$ cat src/sv/bpa_log_cell.sv
// one log2 fraction bit by squaring the mantissa
`timescale 1ns / 1ps

module bpa_log_cell #(
    parameter int FRAC_BITS = 28,
    parameter int TAG_W     = 7
) (
    input  logic                   clk,
    input  logic [FRAC_BITS+1:0]   x_in,
    input  logic [FRAC_BITS-1:0]   frac_in,
    input  logic [TAG_W-1:0]       tag_in,
    output logic [FRAC_BITS+1:0]   x_out,
    output logic [FRAC_BITS-1:0]   frac_out,
    output logic [TAG_W-1:0]       tag_out
);

    localparam int XW = FRAC_BITS + 2;
    localparam int SW = 2 * XW;

    logic [SW-1:0]        sq;
    logic [XW-1:0]        sq_q;
    logic                 bit_one;
    logic [XW-1:0]        x_next;
    logic [FRAC_BITS-1:0] frac_next;
    logic [XW-1:0]        x_reg;
    logic [FRAC_BITS-1:0] frac_reg;
    logic [TAG_W-1:0]     tag_reg;

    assign sq        = SW'(x_in) * SW'(x_in);
    assign sq_q      = sq[FRAC_BITS +: XW];
    assign bit_one   = sq_q[FRAC_BITS+1];
    assign x_next    = bit_one ? {1'b0, sq_q[XW-1:1]} : sq_q;
    assign frac_next = {frac_in[FRAC_BITS-2:0], bit_one};

    always_ff @(posedge clk)
    begin
        x_reg    <= x_next;
        frac_reg <= frac_next;
        tag_reg  <= tag_in;
    end

    assign x_out    = x_reg;
    assign frac_out = frac_reg;
    assign tag_out  = tag_reg;

endmodule

$ cat config.mk
export PLATFORM = sky130hd
export DESIGN_NAME = bpa_log_cell
export DESIGN_NICKNAME = d
export VERILOG_FILES = /design/src/sv/bpa_log_cell.sv
export SDC_FILE = /design/constraint.sdc
export NUM_CORES = 2
export LEC_CHECK = 0
export BUFFER_PORTS_ARGS = -buffer_cell sky130_fd_sc_hd__clkbuf_2
export CELL_PAD_IN_SITES_DETAIL_PLACEMENT = 0
export CELL_PAD_IN_SITES_GLOBAL_PLACEMENT = 2
export CORE_MARGIN = 5
export CORE_UTILIZATION = 42
export CTS_BUF_LIST = sky130_fd_sc_hd__clkbuf_4 sky130_fd_sc_hd__clkbuf_8 sky130_fd_sc_hd__clkbuf_16
export DETAILED_ROUTE_END_ITERATION = 12
export GPL_ROUTABILITY_DRIVEN = 1
export GPL_TIMING_DRIVEN = 0
export HOLD_SLACK_MARGIN = 0.06
export PLACE_DENSITY_LB_ADDON = 0.1
export RECOVER_POWER = 100
export SLEW_MARGIN = 20
export SYNTH_ARGS = -nofsm -noshare
export SYNTH_HDL_FRONTEND = slang
export SYNTH_SLANG_ARGS = --single-unit
$ cat constraint.sdc
create_clock -name clk -period 10.9 [get_ports clk]
set_input_delay 2.18 -clock clk [delete_from_list [all_inputs] [get_ports clk]]
set_output_delay 2.18 -clock clk [all_outputs]
set_load 0.1 [all_outputs]
==> out/metrics.csv <==
metric;value;unit
detail_route.wl_per_cell;22.45;um
ant_nets;0;
clk_path_buf_depth;2;
rsz0062_at_grt;false;
cts_root_buffer;clkbuf_16;
layout_common_cells;inv_1, fa_1, nand2_1;
synthTopCellsByArea;fa_1, inv_1, ha_1;
overflow;0;
syn-cell-area;26650;um^2
fmax;93.54;MHz
place_inst;3766;
antenna_found_initial;4;
dieWidth;261.9;um
port_buffers;121;
min_period;10.69;ns
critical_path_class;in2reg;
pin_count;131;
yosys.area.top_type;fa_1;
ys_seq_area_share;4.808;%
post-route-period-util;98.08;%
postSynthAreaPerCell;9.525;um^2
hold_path_end;tag_out[2]$_DFF_P_;
endpoint_kind;register;
synth_top_area_share;52.21;%
grt_pass1_wl;128900;um
syn2layout_area_growth;7.841;%
cts_tree;built;
cts_hold_buf;0;
synthDistinctLibCells;60;
via_per_inst;4.901;
synth-main-ff-cell;dfxtp_1;
hpwlAfterDp;72960;um
setup_viol;0;
cts.sinks;64;
critPathLaunch;x_in[17];
grt_pass1_vias;21117;
fin_tns_setup;0;ns
die_h;261.9;um
drt_pass1_iterations;5;
grt_max_degree;13;
syn_inst;2798;
clk_pin_slew;0.06;ns
fp.dieArea;68590;um^2
drive_gt1_share;6.135;%
synthArstFlopShare;0;%
status;finished clean;
setup.worst_path.start_class;input pin;
mappedNetlistNets;3807;
hp-start;tag_in[2];
relSlewSlack;19.33;%
critical_path_arrival;10.89;ns
synth-edff-count;0;
worst_pin_slew;1.215;ns
start_util;42.33;%
hp-class;in2reg;
yosysWarningCount;0;
core-area;62970;um^2
min_path_cells;1;
rows;92;
hold_viol_final;0;
gp_congestion;0.9711;
mostFrequentLayoutCell;inv_1;
first_iter_violations;1060;
routed-via-count;18555;
cts_buffers;9;
htree_num_levels;3;
drv_slew;0;
layout.cells.non_filler;3786;
ys_seq_elements;64;
drc;0;
required;11.10;ns
crit_fanout;10;
nNetsFinal;3938;
grt_use_total;25.47;%
wl;85010;um
drv_cap;0;
-- registers in the layout, indices dropped and copies added (netlist names) --
signal	cells
x_out	29
frac_out	28
tag_out	7
-- critical path, cell delays in order --
cell,delay (ns)
clkbuf_2,0.32
clkbuf_1,0.62
nand2_1,0.23
fa_1,0.61
fa_1,0.47
fa_1,0.54
fa_1,0.51
inv_1,0.05
fa_1,0.55
fa_1,0.43
fa_1,0.50
inv_1,0.05
fa_1,0.48
inv_1,0.05
ha_1,0.38
and2_1,0.30
nand3_1,0.28
or3_1,0.49
nor4_4,0.42
nor2_1,0.17
a21oi_4,0.23
a221o_4,0.21
xnor2_4,0.21
buf_6,0.23
mux2_1,0.34
-- cell families (layout without fill, tap and decap cells) --
logic type                 after synthesis  in the layout  share of synthesized area, %
AOI/OAI and AO/OA                      161            161                         3.892
other                                    1              7                       0.01407
and+or+nand+nor                        552            552                         10.05
muxes                                   28             28                         1.413
xor gates and xnor gates                54             54                         1.845
adders and majority gates              943            943                         63.85
buffers and inverters                  995           1131                         14.13
DFF                                     64             64                         4.808
-- Yosys cell counts, types with 11 or more instances --
cell	n
o21ai_0	26
and2_1	171
inv_1	901
xnor2_1	33
a21oi_1	55
mux2_4	18
nand2_1	261
ha_1	248
clkbuf_1	80
and3_1	11
nor2_1	52
xor2_1	20
fa_1	695
a21o_1	32
dfxtp_1	64
-- layer usage --
layer	share of wire, %	global-route usage (%)	up-vias
met4	4.3	8.525	2
li1	-	-	8268
met2	51	45.54	422
met3	4.2	2.546	132
met1	40	32.55	9731
met5	0.015	0	-
-- per-stage QoR --
stage | setup slack (ns) | instance area [um^2] | utilization [%] | hold WS, ns
after floorplan | 1.169 | 26650 | - | 2.208
after global placement | -1.821 | 28310 | 44.97 | 2.282
after detailed placement | -1.486 | 28330 | 45.00 | 2.284
after CTS | 0.02240 | 28760 | 45.67 | 1.945
after global routing | 0.006140 | 28730 | 45.62 | 1.932
final | 0.2091 | 28740 | 45.64 | 1.956
-- repair_timing --
item / in CTS / in global routing
endpoints found under the setup margin: 30 / 29
gates cloned: 0 / 0
resized for setup: 52 / 42
pin swaps: 2 / 1
setup buffers: 0 / 2
-- worst max path at each step --
stage | endpoint | slack [ns] | depth (start not counted)
3_5_place_dp | x_out[11]$_DFF_P_ | -1.49 | 28
2_1_floorplan | x_out[10]$_DFF_P_ | 1.17 | 27
6_report | x_out[16]$_DFF_P_ | 0.21 | 25
3_3_place_gp | x_out[7]$_DFF_P_ | -1.82 | 26
4_1_cts | x_out[11]$_DFF_P_ | 0.02 | 27
5_1_grt | x_out[18]$_DFF_P_ | 0.006 | 27
-- final cells by class --
cell class              count  area (um^2)
plain buffers              89        457.9
flip-flops and latches     64         1281
clock inverters             6        115.1
repair buffers            124        551.8
multi-input cells        1739        21640
well taps                 846         1059
inverters                 902         3386
clock buffers              10        239.0
diodes                      6        15.01
fillers                  6290        34230
Power is left out: the tool's default activity adds up to more than one toggle a clock period on the data nets, which glitch-free logic cannot reach.
