===== src/sv/bpa_exp_cell.sv =====
// one taylor term of e^t: term * t, then exact divide by the term index
`timescale 1ns / 1ps

module bpa_exp_cell #(
    parameter int FRAC_BITS = 28,
    parameter int TERM_K    = 1,
    parameter int TAG_W     = 7
) (
    input  logic                   clk,
    input  logic [FRAC_BITS:0]     term_in,
    input  logic [FRAC_BITS-1:0]   t_in,
    input  logic [FRAC_BITS+1:0]   sum_in,
    input  logic [TAG_W-1:0]       tag_in,
    output logic [FRAC_BITS:0]     term_out,
    output logic [FRAC_BITS-1:0]   t_out,
    output logic [FRAC_BITS+1:0]   sum_out,
    output logic [TAG_W-1:0]       tag_out
);

    localparam int CK  = $clog2(TERM_K);
    localparam int SH  = FRAC_BITS + CK;
    localparam int MW  = FRAC_BITS + 2;
    localparam int PAW = 2 * FRAC_BITS + 1;
    localparam int PBW = 2 * FRAC_BITS + CK + 2;
    localparam int SUW = FRAC_BITS + 2;
    localparam logic [63:0]   RECIP_FULL = (64'd1 << SH) / TERM_K + 64'd1;
    localparam logic [MW-1:0] RECIP      = RECIP_FULL[MW-1:0];

    logic [PAW-1:0]       prod_a;
    logic [FRAC_BITS-1:0] x_next;
    logic [FRAC_BITS-1:0] x_reg;
    logic [FRAC_BITS-1:0] t_a_reg;
    logic [SUW-1:0]       sum_a_reg;
    logic [TAG_W-1:0]     tag_a_reg;

    logic [PBW-1:0]       prod_b;
    logic [FRAC_BITS-1:0] q;
    logic [FRAC_BITS:0]   term_next;
    logic [SUW-1:0]       sum_next;
    logic [FRAC_BITS:0]   term_reg;
    logic [FRAC_BITS-1:0] t_b_reg;
    logic [SUW-1:0]       sum_b_reg;
    logic [TAG_W-1:0]     tag_b_reg;

    assign prod_a = PAW'(term_in) * PAW'(t_in);
    assign x_next = prod_a[FRAC_BITS +: FRAC_BITS];

    always_ff @(posedge clk)
    begin
        x_reg     <= x_next;
        t_a_reg   <= t_in;
        sum_a_reg <= sum_in;
        tag_a_reg <= tag_in;
    end

    assign prod_b    = PBW'(x_reg) * PBW'(RECIP);
    assign q         = prod_b[SH +: FRAC_BITS];
    assign term_next = {1'b0, q};
    assign sum_next  = sum_a_reg + SUW'(q);

    always_ff @(posedge clk)
    begin
        term_reg  <= term_next;
        t_b_reg   <= t_a_reg;
        sum_b_reg <= sum_next;
        tag_b_reg <= tag_a_reg;
    end

    assign term_out = term_reg;
    assign t_out    = t_b_reg;
    assign sum_out  = sum_b_reg;
    assign tag_out  = tag_b_reg;

endmodule


===== config.mk =====
export PLATFORM = sky130hd
export DESIGN_NAME = bpa_exp_cell
export DESIGN_NICKNAME = d
export VERILOG_FILES = /design/src/sv/bpa_exp_cell.sv
export SDC_FILE = /design/constraint.sdc
export NUM_CORES = 2
export LEC_CHECK = 0
export ABC_AREA = 1
export BUFFER_PORTS_ARGS = -buffer_cell sky130_fd_sc_hd__buf_2
export CAP_MARGIN = 20
export CORE_MARGIN = 3
export CORE_UTILIZATION = 46
export CTS_BUF_LIST = sky130_fd_sc_hd__clkbuf_8
export CTS_CLUSTER_DIAMETER = 50
export CTS_CLUSTER_SIZE = 12
export DETAILED_ROUTE_END_ITERATION = 16
export PLACE_DENSITY = 0.74
export SYNTH_ARGS = -nofsm -noshare
export SYNTH_HDL_FRONTEND = slang
export SYNTH_SLANG_ARGS = --single-unit

===== constraint.sdc =====
create_clock -name clk -period 7.3 [get_ports clk]
set_input_delay 0.365 -clock clk [delete_from_list [all_inputs] [get_ports clk]]
set_output_delay 0.365 -clock clk [all_outputs]
set_load 0.02 [all_outputs]

==> run metrics <==
Ports 189; Root Driver clkbuf_8; max_cap viols 0; HP Class input pin to register; syn nets 5,234; Final Hold Fails 0; RePlAce Congestion 0.988; Initial Util 0.468; XOR/XNOR Fraction of Synth Area 0.00954; Die Height 274 um; Max FO, Critical Path 15; Distinct cells, synth 40; WL/cell 17.3 um; sequential fraction of the synthesis area 0.113; most instantiated cells after synthesis inv_1 (1,325), nand2_1 (1,081), fa_1 (699); Max Freq 162 MHz; post_cts resized 0; post-synthesis simple-gate area fraction 0.161; DRT iter0 DRCs 1,801; final wirelength 90,900 um; Post-DP HPWL 72,200 um; Post-Layout Inst Area 35,600 um^2; largest family of logic cells by synthesized area adder cells; Num CTS Buffers 17; WP data required 7.78 ns; Max clock buf depth 2; part of the cycle the worst path needs 0.848; Post-synth EDFFs 0; Adder-Cell Fraction of Synth Area 0.510; mux share of post-synthesis cell area 0; # port buffers 187; largest net degree at the start of global routing 31; Post-Syn Area 33,100 um^2; DRC Markers 0; Final Skew 0.0342 ns; Setup-failing EPs final 0; filler cell count 6,680; clock-pin slew on the worst setup and hold paths 0.13 ns; synthesized netlist cell count 4,210; Max transition margin 0.395; Clock Sinks 186; first-pass detailed-route iteration total 5; Post-Place Setup Slack 0.547 ns; worst slew pin tran 0.907 ns; Final WS setup 1.11 ns; vias in the first global route 28.3k; Area Growth Syn to Fin 7.61%; number of core rows 97; Compound-Gate Fraction of Synth Area 0.0354; setup repair bufs after CTS 0; H-tree levels 4; first-pass GRT wire length 148,000 um; core box area 70,600 um^2; initial antenna violation count 2; share of the synthesized area in the top cell type 0.423; total grt overflow 0; dominant cell type by area after synthesis fa_1; Area contributors post-synth fa_1 (42%), inv_1 (15%), nand2_1 (12%); CP arrival 6.67 ns; asr flop ratio synth 0; Synth warnings 0; share of layout cells above drive strength 1 0.0689; later-pin clock latency in the skew report 0.60 ns; crit path kind input pin to register; count leader, synth inv_1; critical path launch point type input pin; Critical Path End Type register; DR vias 26.1k; DP Area 34,800 um^2; RSZ-0062 raised after global routing no; antenna-violating nets left 0; cts hold-fix bufs 37; via/cell ratio 4.97; min Tclk post-route 6.19 ns; fin. max-slew vios 0; All-Layer GR Usage 0.254; Die Width 274 um; syn_area_per_cell 7.85 um^2; nets 5,333; run status finished clean; Main synth FF type dfxtp_1; CTS tree built; setup TNS 0 ns; area of the die 75,100 um^2; Yosys reg bits 186
[cell usage in the layout (no fill, tap or decap), types with 3 or more instances in the layout]
| master | instances |
|---|---|
| o21ai_1 | 7 |
| inv_2 | 7 |
| clkbuf_8 | 17 |
| inv_1 | 1325 |
| o21ai_0 | 61 |
| nor3_1 | 12 |
| nor4_1 | 5 |
| dfxtp_1 | 186 |
| clkinv_8 | 6 |
| a21oi_1 | 112 |
| o21ai_2 | 4 |
| nand4_1 | 20 |
| ha_1 | 230 |
| nand3b_1 | 3 |
| inv_12 | 3 |
| nand3_1 | 54 |
| fa_1 | 699 |
| buf_4 | 25 |
| dlygate4sd3_1 | 37 |
| buf_12 | 3 |
| xor2_1 | 21 |
| nor2_1 | 123 |
| nand2_1 | 1081 |
| xnor2_1 | 15 |
| nand2_2 | 16 |
| buf_2 | 187 |
| a21o_1 | 4 |
| nor2_2 | 17 |
| o21a_1 | 5 |
| o21bai_1 | 12 |
[worst max-delay path, cell delays in order]
cell     delay, ns
buf_2         0.43
buf_4         0.34
nand2_1       0.11
fa_1          0.53
fa_1          0.56
inv_1         0.06
fa_1          0.49
fa_1          0.57
fa_1          0.43
fa_1          0.50
inv_1         0.05
fa_1          0.49
inv_1         0.04
ha_1          0.35
a21oi_1       0.26
o21ai_0       0.20
a21oi_1       0.28
nor2_1        0.10
o21ai_0       0.27
nand3_1       0.11
nand2_1       0.07
nand2_1       0.04
[per-layer routing]
layer | share of wire | routed length (um) | GRT usage
met5 | 0 | 0 | 0
met4 | 0.038 | 3440 | 0.0989
met3 | 0.090 | 8160 | 0.0559
met2 | 0.48 | 43800 | 0.433
met1 | 0.39 | 35400 | 0.314
[cell type report]
class                   count  area (um^2)  share of cell area
clock inverters            15          213             0.00598
repair buffers            252         1550              0.0437
flip-flops and latches    186         3720               0.105
inverters                1332         5000               0.141
diodes                      1         2.50           0.0000703
clock buffers              17          234             0.00658
well taps                 940         1180              0.0331
multi-input cells        2520        23700               0.665
[cells by family (layout without fill, tap and decap cells)]
logic type,count (synthesis),in the layout
buf+inv,1504,1616
simple gates,1340,1340
fa+ha+maj,929,929
compound gates,214,214
flops,186,186
xor+xnor,36,36
other cells,1,2
[through the flow]
| step | util | hold WS, ns | cells |
|---|---|---|---|
| 2_1_floorplan | - | 0.310 | 4210 |
| 3_3_place_gp | 0.492 | 0.310 | 5193 |
| 3_5_place_dp | 0.492 | 0.312 | 5193 |
| 4_1_cts | 0.504 | 0.0914 | 5262 |
| 5_1_grt | 0.504 | 0.130 | 5263 |
| 6_report | 0.504 | 0.164 | 5263 |
[worst paths after layout]
path                     from           to  slack [ns]  depth (start not counted)
setup reg to reg     x_reg[0]  sum_out[22]        5.12                         11
setup / recovery  term_in[15]    x_reg[26]        1.11                         22
hold / removal        t_in[1]   t_a_reg[1]        0.16                          1
hold reg to reg   t_a_reg[24]    t_out[24]        0.30                          0
Power is not shown: default switching activity piles up to over one toggle a cycle in this logic, so the estimate is an artifact.
