<file path="config.mk">
export PLATFORM = sky130hd
export DESIGN_NAME = bpa_div_cell
export DESIGN_NICKNAME = d
export VERILOG_FILES = /design/src/sv/bpa_pkg.sv /design/src/sv/bpa_div_cell.sv
export SDC_FILE = /design/constraint.sdc
export NUM_CORES = 1
export LEC_CHECK = 0
export ABC_AREA = 1
export BUFFER_PORTS_ARGS = -buffer_cell sky130_fd_sc_hd__buf_2
export CORE_MARGIN = 3
export CORE_UTILIZATION = 41
export CTS_CLUSTER_SIZE = 25
export DETAILED_ROUTE_END_ITERATION = 6
export GPL_TIMING_DRIVEN = 0
export PLACE_DENSITY_LB_ADDON = 0.08
export SETUP_SLACK_MARGIN = 0.2
export SYNTH_ARGS = -nofsm -noshare
export SYNTH_HDL_FRONTEND = slang
export SYNTH_SLANG_ARGS = --single-unit
</file>
<file path="constraint.sdc">
create_clock -name clk -period 1.8 [get_ports clk]
set_clock_uncertainty 0.1 [all_clocks]
set_input_delay 0.18 -clock clk [delete_from_list [all_inputs] [get_ports clk]]
set_output_delay 0.18 -clock clk [all_outputs]
set_load 0.03 [all_outputs]
</file>
<file path="src/sv/bpa_pkg.sv">
// types and constants of the barometric altitude unit
`timescale 1ns / 1ps

package bpa_pkg;

    localparam int P_W      = 18;
    localparam int CFG_W    = 17;
    localparam int TEMP_W   = 11;
    localparam int ALT_W    = 21;
    localparam int K_W      = 23;
    localparam int M_W      = 28;
    localparam int Q_W      = 24;
    localparam int A_W      = 26;
    localparam int IDX_W    = 2;

    localparam int TAYLOR_TERMS = 47;

    localparam logic [31:0] LN2_HI = 32'hB17217F7;
    localparam logic [31:0] LN2_LO = 32'hD1CF79AC;

    // floor(2^32 / 13) + 1, exact for dividends below 2^28
    localparam int          R13_W  = 29;
    localparam logic [R13_W-1:0] R13 = 29'd330382100;
    localparam int          R13_SH = 32;

    localparam int TEMP_BASE = 2730;
    localparam int K_SCALE   = 2000;

    localparam int ALT_MAX = 1000000;
    localparam int ALT_MIN = -500000;

    localparam logic [CFG_W-1:0]  REF_ALT_RST  = 17'd0;
    localparam logic [CFG_W-1:0]  REF_PRES_RST = 17'd101300;
    localparam logic [TEMP_W-1:0] REF_TEMP_RST = 11'd150;

    localparam logic [IDX_W-1:0] REG_REF_ALT  = 2'd0;
    localparam logic [IDX_W-1:0] REG_REF_PRES = 2'd1;
    localparam logic [IDX_W-1:0] REG_REF_TEMP = 2'd2;

    typedef struct packed {
        logic valid;
        logic zero;
    } bpa_tag_t;

endpackage

</file>
<file path="src/sv/bpa_div_cell.sv">
// one restoring division step: one quotient bit per cell
`timescale 1ns / 1ps

module bpa_div_cell #(
    parameter int NUM_W = 46
) (
    input  logic                        clk,
    input  logic [bpa_pkg::CFG_W-1:0]   divisor,
    input  logic [bpa_pkg::CFG_W-1:0]   rem_in,
    input  logic [NUM_W-1:0]            num_in,
    output logic [bpa_pkg::CFG_W-1:0]   rem_out,
    output logic [NUM_W-1:0]            num_out
);

    localparam int RW = bpa_pkg::CFG_W;

    logic [RW:0]     rem_wide;
    logic [RW:0]     diff;
    logic            take;
    logic [RW-1:0]   rem_next;
    logic [NUM_W-1:0] num_next;
    logic [RW-1:0]   rem_reg;
    logic [NUM_W-1:0] num_reg;

    assign rem_wide = {rem_in, num_in[NUM_W-1]};
    assign diff     = rem_wide - {1'b0, divisor};
    assign take     = rem_wide >= {1'b0, divisor};
    assign rem_next = take ? diff[RW-1:0] : rem_wide[RW-1:0];
    assign num_next = {num_in[NUM_W-2:0], take};

    always_ff @(posedge clk)
    begin
        rem_reg <= rem_next;
        num_reg <= num_next;
    end

    assign rem_out = rem_reg;
    assign num_out = num_reg;

endmodule

</file>
==> impl_metrics.json, run 1 <==
{
  "worst_slew_pin_slew_ns": 0.243,
  "finalCritPeriodShare_pct": 85.4,
  "placed_cells": 600,
  "synth_nets": 463,
  "gr-total-overflow": 0,
  "start_util_pct": 44.0,
  "syn-cell-area_um2": 2890,
  "yosys_warnings": 0,
  "antenna_found_initial": 0,
  "grt-busiest-layer": "met2",
  "route.detailed.drc": 0,
  "clock-root-buffer": "clkbuf_8",
  "fillCellCount": 488,
  "finalMaxSlewViolations": 0,
  "max_stage_delay_ns": 0.39,
  "stdcell_count": 678,
  "preCtsSetupSlack_ns": -0.203,
  "syn_inst": 364,
  "die_w_um": 89.9,
  "dp_hpwl_um": 5900,
  "ioPinCount": 144,
  "synth_top_area_share_pct": 43.7,
  "ys_types": 26,
  "setup_violations": 0,
  "max_cap_viol_count": 0,
  "synth_edf_count": 0,
  "row_count": 29,
  "slew-limit-headroom_pct": 83.8,
  "fin_ws_ns": 0.262,
  "synth_ff_type": "dfxtp_1",
  "outcome": "finished, final reports clean",
  "drive_gt1_share_pct": 43.9,
  "crit_type": "input pin to register",
  "crit_slowest_cell": "fa_2",
  "diodes": 0,
  "viasPerCell": 4.37,
  "met2_usage_pct": 38.0,
  "cp-start-kind": "input pin",
  "syn_area_per_cell_um2": 7.93,
  "cp.required_ns": 1.93,
  "htreeDepth": 3,
  "die_area_um2": 8080,
  "cp_cell_sequence": "buf_2 > inv_1 > ha_1 > inv_2 > fa_2 > nand3_2 > nand3_2 > nand2_4 > nand2_8 > clkbuf_16 > nand2_4 > nand2_2",
  "gr-usage-met1_pct": 25.3,
  "cts_tree": "yes",
  "grt_pass1_vias": 2928,
  "ys_ff_latch": 63,
  "rsz0062_at_grt": "no",
  "yosysMostFrequentCell": "nand2_1",
  "grt_usage_pct": 21.5,
  "core_area_um2": 6570,
  "cts_num_sinks": 63,
  "ant_nets": 0,
  "grt_max_degree": 13,
  "ir_worst_vdd_mv": 0.518,
  "area_growth_pct": 68.5,
  "crit_path_end_kind": "register",
  "hold_violations": 0,
  "dr.first_iter.drc_count": 70,
  "route.detailed.wl_per_inst_um": 12.6,
  "nets": 679,
  "yosysSeqAreaShare_pct": 43.7,
  "post-synth-top-area-cell": "dfxtp_1",
  "synth_common_cells": "107 x nand2_1, 64 x inv_1, 63 x dfxtp_1",
  "ys_top_cells_by_area": "dfxtp_1 44%, nand2_1 14%, inv_1 8.3%",
  "cts.path.max_buffers": 2,
  "p_leak_nw": 2.63,
  "async_flop_share_pct": 0,
  "first_pass_iters": 4,
  "fin_crit_ns": 1.54,
  "grt_pass1_wl_um": 14300,
  "hp-class": "input pin to register",
  "max_freq_mhz": 650,
  "grt_use_met3_pct": 5.09,
  "powerDensity_nw_per_um2": 889,
  "worstPathMaxFanout": 6,
  "io_buffers": 143,
  "cp_data_arrival_time_ns": 1.67,
  "place_congestion": 0.855,
  "cts_made_buffers": 9,
  "routed_wl_um": 8570,
  "die_h_um": 89.9,
  "via_count": 2962,
  "clkTransAtPathRegs_ns": 0.07
}
## sequential cells by signal, indices dropped and copies added, names as in the netlist
name     cells
num_out     46
rem_out     17
## placed cells by master (no fill, tap or decap), types with 9 or more instances in the layout
master	Yosys	layout
a21oi_1	9	9
buf_2	1	143
buf_4	1	13
clkbuf_8	0	9
dfxtp_1	63	63
dlygate4sd3_1	0	48
ha_4	0	16
inv_1	64	60
nand2_1	107	98
nand2_2	17	21
nand2_4	12	17
nand3_1	29	27
## power breakdown
| part | internal [mW] | switching (mW) |
|---|---|---|
| Combinational | 0.522 | 0.771 |
| Clock | 0.924 | 0.554 |
| Sequential | 1.52 | 0.0281 |
| Total | 2.97 | 1.35 |
## path summary, 6_finish.rpt
path | startpoint | end | cells past startpoint | slack (ns)
max | num_in[45] | rem_out[7]$_DFF_P_ | 12 | 0.26
min | rem_in[13] | rem_out[14]$_DFF_P_ | 3 | 0.02
## timing repair
action | in CTS | in global routing
setup buffers | 1 | 11
pin swaps | 1 | 5
endpoints found under the setup margin | 9 | 15
endpoints found under the hold margin | 48 | 0
gates resized for setup | 0 | 12
cloned | 0 | 2
hold buffers | 48 | 0
## critical path, delay by kind of cell
family / cells / cell delay [ns]
adder cells (fa/ha/maj): 2 / 0.56
buffers and inverters: 4 / 0.39
AND/OR/NAND/NOR: 6 / 0.52
## per-stage QoR
step           setup TNS, ns  hold slack, ns  power [mW]  cell area, um2  util (%)
5_1_grt                    0          0.0191        4.54            4860      74.1
4_1_cts                    0         0.00375        4.31            4710      71.7
6_report                   0          0.0160        4.32            4860      74.1
3_5_place_dp           -2.59           0.184        2.74            3970      60.5
2_1_floorplan              0           0.108        2.41            3140         -
3_3_place_gp           -2.29           0.183        2.72            3970      60.5
## cells by family after synthesis
logic type	Yosys count	synth area share (%)
flops	63	43.7
buf+inv	73	10.5
xor+xnor	7	2.12
fa+ha+maj	18	8.06
compound gates	12	2.47
simple gates	191	33.2
## layout make-up
| class | count | area [um2] | area share, % |
|---|---|---|---|
| inverters | 69 | 264 | 5.43 |
| well taps | 93 | 116 | 2.39 |
| repair buffers | 204 | 1310 | 27.0 |
| clock inverters | 7 | 120 | 2.47 |
| multi-input cells | 229 | 1620 | 33.3 |
| plain buffers | 4 | 50.0 | 1.03 |
| clock buffers | 9 | 124 | 2.55 |
| flip-flops and latches | 63 | 1260 | 25.9 |
## metal layers
metal	share of wire [%]	routed length (um)
met5	0	0
met4	2.9	248
met3	5.4	466
met2	49	4240
met1	42	3620
Note: power is estimated with default switching activity, not from simulation.
==> run 2: changes to the inputs <==
--- a/config.mk
+++ b/config.mk
@@ -6,10 +6,10 @@
 export NUM_CORES = 1
 export LEC_CHECK = 0
 export ABC_AREA = 1
-export BUFFER_PORTS_ARGS = -buffer_cell sky130_fd_sc_hd__buf_2
+export BUFFER_PORTS_ARGS = -buffer_cell sky130_fd_sc_hd__buf_4
 export CORE_MARGIN = 3
 export CORE_UTILIZATION = 41
-export CTS_CLUSTER_SIZE = 25
+export CTS_CLUSTER_SIZE = 8
 export DETAILED_ROUTE_END_ITERATION = 6
 export GPL_TIMING_DRIVEN = 0
 export PLACE_DENSITY_LB_ADDON = 0.08
==> impl_metrics.json, run 2 (synthesis results as in run 1) <==
{
  "outcome": "finished, final reports clean",
  "final_cell_mix": "155 x buf_4, 98 x nand2_1, 63 x dfxtp_1, 60 x inv_1, 51 x dlygate4sd3_1",
  "cp.required_ns": 1.93,
  "slew-limit-headroom_pct": 76.6,
  "stdcell_count": 680,
  "drive_gt1_share_pct": 44.0,
  "fin_util_pct": 79.1,
  "max_freq_mhz": 658,
  "routed_wl_um": 8910,
  "crit_type": "input pin to register",
  "grt_max_degree": 13,
  "route.detailed.drc": 0,
  "grt_use_met3_pct": 5.59,
  "cp_cell_sequence": "buf_4 > inv_1 > ha_2 > inv_2 > fa_2 > nand3_2 > nand3_2 > buf_4 > nand3_2 > nand3_1 > nand2_1 > nand2_2 > nand2_4 > nand2_2",
  "clkTransAtPathRegs_ns": 0.07,
  "gr-usage-met1_pct": 26.5,
  "multiInputGateArea_um2": 1640,
  "rsz0062_at_grt": "yes",
  "row_count": 29,
  "die_w_um": 89.9,
  "grt-busiest-layer": "met2",
  "max_cap_viol_count": 0,
  "nets": 681,
  "route.detailed.wl_per_inst_um": 13.1,
  "crit_path_end_kind": "register",
  "gr-total-overflow": 0,
  "core_area_um2": 6570,
  "setup_violations": 0,
  "ioPinCount": 144,
  "antenna_found_initial": 0,
  "hp-start": "rem_in[0]",
  "grt_pass1_wl_um": 14400,
  "hold_violations": 0,
  "ir_worst_vdd_mv": 0.385,
  "cts_tree": "yes",
  "dr.first_iter.drc_count": 80,
  "via_count": 2987,
  "powerDensity_nw_per_um2": 779,
  "max_stage_delay_ns": 0.39,
  "seqCellArea_um2": 1260,
  "finalCritPeriodShare_pct": 84.4,
  "htreeDepth": 3,
  "cp-startpoint": "num_in[45]",
  "p_leak_nw": 2.72,
  "grt_pass1_vias": 2912,
  "worst_slew_pin_slew_ns": 0.349,
  "worstHoldPathCells": 3,
  "finalMaxSlewViolations": 0,
  "cts.path.max_buffers": 2,
  "first_pass_iters": 4,
  "grt_usage_pct": 21.9,
  "diodes": 0,
  "start_util_pct": 44.0,
  "cts_made_buffers": 9,
  "ant_nets": 0,
  "area_growth_pct": 80.0,
  "cp-start-kind": "input pin",
  "io_buffers": 143,
  "fin_crit_ns": 1.52,
  "fillCellCount": 442,
  "met2_usage_pct": 38.3,
  "hp-class": "input pin to register",
  "place_congestion": 0.825,
  "largest_reg_flops": 46,
  "die_h_um": 89.9,
  "cts_num_sinks": 63,
  "min_to": "rem_out[1]$_DFF_P_",
  "crit_slowest_cell": "fa_2",
  "crit_top_cell": "nand3_2",
  "die_area_um2": 8080,
  "cp_data_arrival_time_ns": 1.65,
  "viasPerCell": 4.39,
  "final_common_cell": "buf_4",
  "clock-root-buffer": "clkbuf_8",
  "worstPathMaxFanout": 4,
  "placed_cells": 600,
  "dp_hpwl_um": 6210
}
-- run 2: per-stage QoR --
stage	setup WS, ns	cell area (um2)	TNS [ns]	power [mW]	hold slack [ns]
2_1_floorplan	0.177	3140	0	2.41	0.108
3_3_place_gp	-0.203	4330	-2.44	2.85	0.185
3_5_place_dp	-0.238	4330	-2.99	2.87	0.186
4_1_cts	0.209	5030	0	4.02	0.000794
5_1_grt	0.156	5190	0	4.26	0.0140
6_report	0.280	5190	0	4.05	0.0171
-- run 2: per-layer routing --
metal	routed length, um	vias to the layer above
met1	3770	1320
met2	4430	112
met3	557	10
li1	-	1545
met5	0	-
met4	152	0
-- run 2: area by class of cell --
class | instances | share of cell area [%]
inverters | 69 | 5.08
flip-flops and latches | 63 | 24.3
repair buffers | 206 | 32.6
clock inverters | 7 | 0.939
plain buffers | 4 | 0.963
clock buffers | 9 | 2.38
well taps | 93 | 2.24
multi-input cells | 229 | 31.6
-- run 2: power breakdown --
part | internal (mW) | switching, mW | leakage, nW
logic | 0.645 | 0.790 | 2.10
registers | 1.52 | 0.0359 | 0.531
clock network | 0.500 | 0.553 | 0.0894
-- run 2: worst max-delay path, delay by kind of cell --
family | cells | cell delay (ns)
adders and majority gates | 2 | 0.55
and+or+nand+nor | 8 | 0.54
buffers and inverters | 4 | 0.37
-- run 2: worst max path at each step --
stage	end	slack (ns)	cells after the start
6_report	rem_out[12]$_DFF_P_	0.28	14
3_5_place_dp	rem_out[11]$_DFF_P_	-0.24	12
4_1_cts	rem_out[6]$_DFF_P_	0.21	11
3_3_place_gp	rem_out[11]$_DFF_P_	-0.20	12
5_1_grt	rem_out[14]$_DFF_P_	0.16	15
2_1_floorplan	rem_out[5]$_DFF_P_	0.18	11
-- run 2: what timing repair did --
action,in CTS,in global routing
resized for setup,0,16
setup endpoints to repair,10,15
gates cloned,0,2
setup buffers,2,9
endpoints found under the hold margin,51,0
pin swaps,1,6
hold buffers,51,0
==> run 3: changes to the inputs <==
==> constraint.sdc (replaced) <==
create_clock -name clk -period 1.3 [get_ports clk]
set_clock_uncertainty 0.1 [all_clocks]
set_input_delay 0.13 -clock clk [delete_from_list [all_inputs] [get_ports clk]]
set_output_delay 0.13 -clock clk [all_outputs]
set_load 0.03 [all_outputs]
==> impl_metrics.json, run 3 (synthesis results as in run 1) <==
{
  "fin_ws_ns": -0.390,
  "p_int_mw": 4.49,
  "io_buffers": 143,
  "slew-limit-headroom_pct": 77.9,
  "grt_pass1_vias": 3540,
  "first_pass_iters": 6,
  "ir_worst_vdd_mv": 0.799,
  "cts.path.max_buffers": 2,
  "place_congestion": 0.893,
  "dr.first_iter.drc_count": 401,
  "die_h_um": 89.9,
  "route.detailed.wl_per_inst_um": 21.4,
  "drive_gt1_share_pct": 54.5,
  "via_count": 3878,
  "clock-root-buffer": "clkbuf_8",
  "crit_top_cell": "nand2_1",
  "row_count": 29,
  "grt_max_degree": 13,
  "powerDensity_nw_per_um2": 1150,
  "cp_data_arrival_time_ns": 1.84,
  "rsz0062_at_grt": "yes",
  "final_cell_mix": "159 x buf_4, 79 x nand2_1, 62 x dlygate4sd3_1, 59 x dfxtp_1, 47 x inv_1",
  "hold_violations": 0,
  "dp_hpwl_um": 6120,
  "crit_path_end_kind": "register",
  "tns_ns": -4.27,
  "max_freq_mhz": 592,
  "final_common_cell": "buf_4",
  "htreeDepth": 3,
  "die_w_um": 89.9,
  "nets": 720,
  "switchingPower_mw": 2.42,
  "viasPerCell": 5.39,
  "cp.required_ns": 1.45,
  "hp-class": "input pin to register",
  "crit_type": "input pin to register",
  "diodes": 0,
  "cts_num_sinks": 63,
  "netSwitchingFraction_pct": 35.0,
  "clkPwrFrac_pct": 31.6,
  "cts_tree": "yes",
  "outcome": "finished, violations left",
  "core_area_um2": 6570,
  "worst_slew_pin_slew_ns": 0.330,
  "p_leak_nw": 3.06,
  "antenna_found_initial": 0,
  "largest_reg_flops": 46,
  "clkTransAtPathRegs_ns": 0.09,
  "violations": "negative setup slack",
  "placed_cells": 600,
  "cp-start-kind": "input pin",
  "fin_crit_ns": 1.69,
  "grt_pass1_wl_um": 17600,
  "finalMaxSlewViolations": 0,
  "ant_nets": 0,
  "fillCellCount": 225,
  "ioPinCount": 144,
  "start_util_pct": 44.0,
  "worstPathMaxFanout": 3,
  "area_growth_pct": 108,
  "stdcell_count": 719,
  "cts_made_buffers": 9,
  "max_stage_delay_ns": 0.30,
  "cp_cell_sequence": "buf_4 > inv_2 > ha_4 > buf_4 > nand2_1 > inv_1 > nand2_1 > nand2_1 > a21oi_1 > nand2_1 > nand2_1 > nand2_1 > nand2_1 > nand2_1",
  "die_area_um2": 8080,
  "gr-total-overflow": 0,
  "route.detailed.drc": 0,
  "grt_usage_pct": 27.0,
  "max_cap_viol_count": 0,
  "p_seq_share_pct": 31.6,
  "crit_slowest_cell": "a21oi_1",
  "setup_violations": 18,
  "finalCritPeriodShare_pct": 130,
  "routed_wl_um": 15400,
  "pwr-share-comb_pct": 36.7
}
## run 3: per-stage QoR
stage / instance area [um2] / utilization [%] / hold slack, ns / setup WS, ns / total power, mW
floorplan: 3140 / - / 0.0577 / -0.272 / 3.34
global placement: 4330 / 66.0 / 0.134 / -0.638 / 3.94
detailed placement: 4330 / 66.0 / 0.136 / -0.639 / 3.97
CTS: 5670 / 86.3 / -0.0537 / -0.0835 / 6.37
global route: 6000 / 91.4 / 0.128 / -0.390 / 7.08
finish: 6000 / 91.4 / 0.0999 / -0.390 / 6.91
## run 3: worst max-delay path, delay by kind of cell
kind	cells	cell delay, ns
AO/OA/AOI/OAI	1	0.30
AND/OR/NAND/NOR	8	0.80
adder cells (fa/ha/maj)	1	0.21
buffers and inverters	4	0.39
## run 3: final timing paths
path                  cells past startpoint             endpoint  slack, ns       start
worst max-delay path                     14  rem_out[13]$_DFF_P_      -0.39  divisor[8]
worst min-delay path                      5   rem_out[0]$_DFF_P_        0.1  divisor[0]
## run 3: power by group through the flow
stage | Sequential, mW | Clock (mW) | Combinational [mW]
after floorplan | 2.57 | 0 | 0.769
after detailed placement | 2.20 | 0 | 1.77
after global placement | 2.20 | 0 | 1.75
after global routing | 2.20 | 2.25 | 2.63
final | 2.18 | 2.18 | 2.54
after CTS | 2.16 | 2.10 | 2.11
## run 3: what timing repair did
item,CTS,global route
resized for setup,45,77
cloned,2,0
hold endpoints to repair,62,1
setup endpoints to repair,18,28
hold buffers,61,1
pin swaps,38,43
setup buffers,31,8
## run 3: layout make-up
class / instances / area, um2 / area share (%)
timing repair buffer: 246 / 2170 / 36.2
multi-input combinational: 228 / 1870 / 31.2
sequential: 63 / 1270 / 21.1
tap: 93 / 116 / 1.94
inverter: 69 / 280 / 4.67
clock buffer: 9 / 124 / 2.06
buffer: 4 / 53.8 / 0.897
clock inverter: 7 / 120 / 2.00
## run 3: per-layer routing
metal | track usage (%) | wire length (um) | vias up
met5 | 0 | 0 | -
met2 | 49.6 | 7410 | 361
li1 | - | - | 1617
met1 | 28.8 | 5360 | 1764
met4 | 10.7 | 1170 | 0
met3 | 8.18 | 1470 | 136
